<file path="src/design/mmp_pkg.sv">
// Shared constants, types and modular arithmetic helpers for the 2x2 matrix power unit.
package mmp_pkg;

  localparam int unsigned DataW       = 30;
  localparam int unsigned ExpWidthDef = 63;
  localparam int unsigned CfgIdxW     = 3;
  localparam int unsigned MulSteps    = DataW;
  localparam int unsigned StepCntW    = $clog2(MulSteps);

  localparam logic [DataW-1:0] Modulus = 30'd1000000007;

  // configuration register indexes
  localparam logic [CfgIdxW-1:0] RegBaseR0C0 = 3'd0;
  localparam logic [CfgIdxW-1:0] RegBaseR0C1 = 3'd1;
  localparam logic [CfgIdxW-1:0] RegBaseR1C0 = 3'd2;
  localparam logic [CfgIdxW-1:0] RegBaseR1C1 = 3'd3;

  // m[row][col]
  typedef logic [1:0][1:0][DataW-1:0] mat_t;

  typedef enum logic [1:0] {
    StIdle,
    StStart,
    StMul,
    StDone
  } state_e;

  // Values below 2^30 are below 2*Modulus, so one conditional subtract suffices.
  function automatic logic [DataW-1:0] mod_reduce1(input logic [DataW-1:0] v);
    return (v >= Modulus) ? (v - Modulus) : v;
  endfunction

  function automatic logic [DataW-1:0] mod_add(input logic [DataW-1:0] a,
                                               input logic [DataW-1:0] b);
    logic [DataW:0] s;
    s = {1'b0, a} + {1'b0, b};
    if (s >= {1'b0, Modulus}) begin
      s = s - {1'b0, Modulus};
    end
    return s[DataW-1:0];
  endfunction

  // One MSB-first step of a shift-and-add modular product: (2r + bit*a) mod p.
  // Sum stays below 3p, so at most one of p or 2p is taken off.
  function automatic logic [DataW-1:0] mod_step(input logic [DataW-1:0] r,
                                                input logic [DataW-1:0] a,
                                                input logic             b);
    logic [DataW+1:0] t;
    logic [DataW+1:0] p1;
    logic [DataW+1:0] p2;
    p1 = {2'b00, Modulus};
    p2 = {1'b0, Modulus, 1'b0};
    t  = {1'b0, r, 1'b0} + (b ? {2'b00, a} : '0);
    if (t >= p2) begin
      t = t - p2;
    end else if (t >= p1) begin
      t = t - p1;
    end
    return t[DataW-1:0];
  endfunction

endpackage

</file>
<file path="src/design/mmp_mul_lane.sv">
// Bit-serial modular multiplier lane: one multiplier bit per cycle while step_i is high, MSB first.
module mmp_mul_lane (
  input  logic                      clk_i,
  input  logic                      load_i,
  input  logic                      step_i,
  input  logic [mmp_pkg::DataW-1:0] a_i,
  input  logic [mmp_pkg::DataW-1:0] b_i,
  output logic [mmp_pkg::DataW-1:0] prod_o
);
  import mmp_pkg::*;

  logic [DataW-1:0] r_q, r_d;
  logic [DataW-1:0] b_q, b_d;

  always_comb begin
    r_d = r_q;
    b_d = b_q;
    if (load_i) begin
      r_d = '0;
      b_d = b_i;
    end else if (step_i) begin
      r_d = mod_step(r_q, a_i, b_q[DataW-1]);
      b_d = {b_q[DataW-2:0], 1'b0};
    end
  end

  always_ff @(posedge clk_i) begin
    r_q <= r_d;
    b_q <= b_d;
  end

  assign prod_o = r_q;

endmodule

</file>
<file path="src/design/mmp_matmul.sv">
// 2x2 modular matrix product z = x*y on eight bit-serial lanes sharing one step counter.
module mmp_matmul (
  input  logic          clk_i,
  input  logic          rst_ni,
  input  logic          start_i,
  input  mmp_pkg::mat_t x_i,
  input  mmp_pkg::mat_t y_i,
  output logic          done_o,
  output mmp_pkg::mat_t z_o
);
  import mmp_pkg::*;

  logic                busy_q, busy_d;
  logic                done_q, done_d;
  logic [StepCntW-1:0] cnt_q, cnt_d;
  logic [1:0][1:0][1:0][DataW-1:0] prod;  // [i][j][k] = x[i][j]*y[j][k]

  always_comb begin
    busy_d = busy_q;
    cnt_d  = cnt_q;
    done_d = 1'b0;
    if (start_i) begin
      busy_d = 1'b1;
      cnt_d  = '0;
    end else if (busy_q) begin
      if (cnt_q == StepCntW'(MulSteps - 1)) begin
        busy_d = 1'b0;
        done_d = 1'b1;
      end else begin
        cnt_d = cnt_q + 1'b1;
      end
    end
  end

  always_ff @(posedge clk_i or negedge rst_ni) begin
    if (!rst_ni) begin
      busy_q <= 1'b0;
      done_q <= 1'b0;
      cnt_q  <= '0;
    end else begin
      busy_q <= busy_d;
      done_q <= done_d;
      cnt_q  <= cnt_d;
    end
  end

  for (genvar i = 0; i < 2; i++) begin : g_row
    for (genvar j = 0; j < 2; j++) begin : g_inner
      for (genvar k = 0; k < 2; k++) begin : g_col
        mmp_mul_lane u_lane (
          .clk_i  (clk_i),
          .load_i (start_i),
          .step_i (busy_q),
          .a_i    (x_i[i][j]),
          .b_i    (y_i[j][k]),
          .prod_o (prod[i][j][k])
        );
      end
    end
    for (genvar k = 0; k < 2; k++) begin : g_sum
      assign z_o[i][k] = mod_add(prod[i][0][k], prod[i][1][k]);
    end
  end

  assign done_o = done_q;

endmodule

</file>
<file path="config.mk">
export PLATFORM = sky130hd
export DESIGN_NAME = mmp_matmul
export DESIGN_NICKNAME = d
export VERILOG_FILES = /design/src/design/mmp_pkg.sv /design/src/design/mmp_mul_lane.sv /design/src/design/mmp_matmul.sv
export SDC_FILE = /design/constraint.sdc
export NUM_CORES = 2
export LEC_CHECK = 0
export BUFFER_PORTS_ARGS = -buffer_cell sky130_fd_sc_hd__buf_4
export CAP_MARGIN = 20
export CORE_MARGIN = 1.5
export CORE_UTILIZATION = 40
export DETAILED_ROUTE_END_ITERATION = 10
export SETUP_SLACK_MARGIN = 0.5
export SLEW_MARGIN = 20
export SYNTH_ARGS = -nofsm -noshare
export SYNTH_HDL_FRONTEND = slang
export SYNTH_SLANG_ARGS = --single-unit
</file>
<file path="constraint.sdc">
create_clock -name clk_i -period 8.8 [get_ports clk_i]
set_input_delay 1.76 -clock clk_i [delete_from_list [all_inputs] [get_ports clk_i]]
set_output_delay 1.76 -clock clk_i [all_outputs]
set_load 0.02 [all_outputs]
</file>
==> metrics.md <==
| Metric | Value |
|---|---|
| Status | completed |
| Comb pwr share | 75.1% |
| Placed cell count | 8690 |
| DRT iter0 DRCs | 5038 |
| Share of the synthesized area in the top cell type | 9.408% |
| CTS resizes | 0 |
| Setup TNS Final | 0 ps |
| Slew margin rel. | 14.13% |
| Sw frac | 54.68% |
| Fin. max-slew vios | 0 |
| CTS sink cnt | 367 |
| CTS tree | yes |
| Nets | 7730 |
| Final period util | 90.78% |
| Worst min path class | flip-flop to flip-flop |
| Total Wirelength | 202900 um |
| CP required | 7040 ps |
| Final setup vio count | 0 |
| Vias/cell | 6.245 |
| DIE HEIGHT | 360.3 um |
| R2R cell count | 19 |
| # H-tree levels | 2 |
| CTS buffer count | 50 |
| Endpoint class of the critical path | output pin |
| Hpwl dp | 161800 um |
| Power, Total | 21.26 mW |
| Int Pwr | 9.633 mW |
| Worst VDD drop | 0.2108 mV |
| Leakage | 23.90 nW |
| Area leader, netlist | dfxtp_1 |
| FFs w/ async S/R, synth | 1.907% |
| MaxCap Viol Count | 0 |
| Number of global-route vias before repair | 51101 |
| Synth cell count leaders | nand2_1 (664), nor2_1 (562), a21oi_1 (532) |
| Worst r2r src | g_row[1].g_inner[0].g_col[0].u_lane.b_q[29] |
| Rows | 130 |
| Reg power frac | 14.7% |
| Initial antenna violation count | 11 |
| GRT Residual Overflow | 0 |
| Final Util | 45.01% |
| First drt pass iteration count | 6 |
| Gr usage total | 29.74% |
| Post-Syn Area | 0.05107 sq mm |
| Avg Inst Size Synth | 7.342 sq um |
| Minimum clock period | 7989 ps |
| Worst skew pair latency | 660 ps |
| Largest cells by area after synthesis | dfxtp_1 (9.4%), ha_1 (9.4%), edfxtp_1 (7.1%), xnor2_1 (6.0%), a21oi_1 (5.2%) |
| DR WL/cell | 23.10 um |
| Origin of the worst min-delay path | g_row[1].g_inner[0].g_col[1].u_lane.prod_o[12] |
| Worst-path clk slew | 60 ps |
| Core area | 0.1262 sq mm |
| Unrepaired setup endpoints after global routing | yes |
| Area grow syn2layout | 11.23% |
| Crit path launch | g_row[0].g_inner[1].g_col[1].u_lane.prod_o[0] |
| # hold bufs at CTS | 0 |
| Fin cells | 8786 |
| CP Max Fanout | 14 |
| Worst Tran Pin Value | 1280 ps |
| Clock power share | 10.2% |
| Seq/Total Area, Yosys | 16.81% |
| Setup CP Type | flip-flop to output pin |
| Count leader, synth | nand2_1 |
| Starting density of the core | 40.46% |
| EDFF count, synth | 120 |
| Die W | 360.3 um |
| Worst EP arrival | 6230 ps |
| Synth Register Bits | 367 |
| Root buf cell | clkbuf_16 |
| Final GP Congestion | 0.9990 |
| Num ports | 364 |
| Worst Clk Skew | 37.34 ps |
| Via count | 54871 |
| Syn nets | 7593 |
| DRC | 0 |
| Hold path depth | 2 |
| Fraction of layout cells with a size suffix above 1 | 10.59% |
| First-pass GRT wire length | 305800 um |
| Post-DRT Antenna Nets | 0 |
| Switch Pwr | 11.62 mW |
| Die Footprint | 0.1298 sq mm |
| Critical path launch point type | flip-flop |
| FMAX | 0.1252 GHz |
| Synth unique cells | 102 |
| Final Hold Vio Count | 0 |
| Syn Inst Count | 6956 |
| Synth warn | 0 |
| Power per cell area | 374.2 mW/mm^2 |
| Synth Flop Type | dfxtp_1 |
| Postcts setup bufs | 0 |
| Clock Tree Buf Depth | 3 |
| Port Buffers | 363 |
| Largest net degree at the start of global routing | 136 |
-- sequential cells by signal, summed over array words and instances (netlist names) --
signal,count
done_o,1
cnt_q,5
busy_q,1
g_row.g_inner.g_col.u_lane.prod_o,240
g_row.g_inner.g_col.u_lane.b_q,120
-- path summary, 6_finish.rpt --
path                                                                   to  slack [ps]
hold reg to reg            g_row[1].g_inner[0].g_col[1].u_lane.prod_o[12]         500
min in group asynchronous                                          done_o         920
setup / recovery                                                  z_o[36]         810
setup reg to reg            g_row[1].g_inner[0].g_col[0].u_lane.prod_o[3]        1970
max in group asynchronous                                          busy_q        7740
hold / removal             g_row[1].g_inner[0].g_col[1].u_lane.prod_o[12]         500
-- layout by cell type, fill, tap and decap left out, types with 200 or more instances in the layout --
cell type / netlist / final
buf_4: 0 / 409
nor2_1: 562 / 560
ha_1: 382 / 382
a21o_1: 218 / 218
xnor2_1: 348 / 348
nand2_1: 664 / 663
nand3_1: 205 / 205
o21ai_0: 484 / 484
nor3_1: 200 / 200
a21oi_1: 532 / 531
and2_1: 328 / 328
dfxtp_1: 240 / 240
-- through the flow --
step	setup WS [ps]	instance area (sq um)	hold slack [ps]
floorplan	2586	51070	446.5
global placement	1410	55090	485.2
detailed placement	1249	55090	491.5
CTS	790.7	56770	500.1
global route	489.4	56800	525.6
finish	811.2	56810	495.0
-- power by group through the flow --
stage | Clock (mW) | Sequential, mW | Combinational [mW]
floorplan | 0 | 2.58 | 11.5
global placement | 0 | 3.16 | 15.5
detailed placement | 0 | 3.15 | 15.6
CTS | 2.21 | 3.12 | 15.7
global route | 2.26 | 3.14 | 17.4
finish | 2.17 | 3.13 | 16.0
-- cells by family (layout without fill, tap and decap cells) --
kind of cell	count (synthesis)	after routing	share of synthesized area, %
compound gates	2360	2361	31.00
buf+inv	528	703	3.937
xor+xnor	524	524	8.986
other cells	0	4	0
simple gates	2583	2583	25.19
mux	200	200	4.251
flops	367	367	16.81
fa+ha+maj	394	394	9.829
-- layer usage --
layer  GRT usage [%]  share of wire [%]
met2           48.10                 45
met3           4.289                6.8
met1           38.47                 43
met4           14.96                5.6
met5               0              0.039
-- cell type report --
| cell class | instances | area [sq um] |
|---|---|---|
| fill | 13032 | 69420 |
| multi-input combinational | 6062 | 40550 |
| sequential | 367 | 8587 |
| timing repair buffer | 414 | 3166 |
| tap | 1650 | 2064 |
| clock buffer | 59 | 1325 |
| inverter | 198 | 748.2 |
| clock inverter | 32 | 355.3 |
| antenna | 4 | 10.01 |
-- worst max-delay path, cell delays in order, from the launching register on --
cell	delay, ps
dfxtp_1	480
ha_1	230
inv_1	60
fa_1	390
nor2b_1	170
o21ai_0	130
a21oi_1	430
o211ai_1	250
o211a_1	290
nor4_1	380
a221oi_1	190
xnor2_1	440
a41o_1	150
o221ai_1	270
o31ai_2	1100
nand3_1	200
xnor2_1	240
buf_4	170
(Power assumes the default switching activity.)
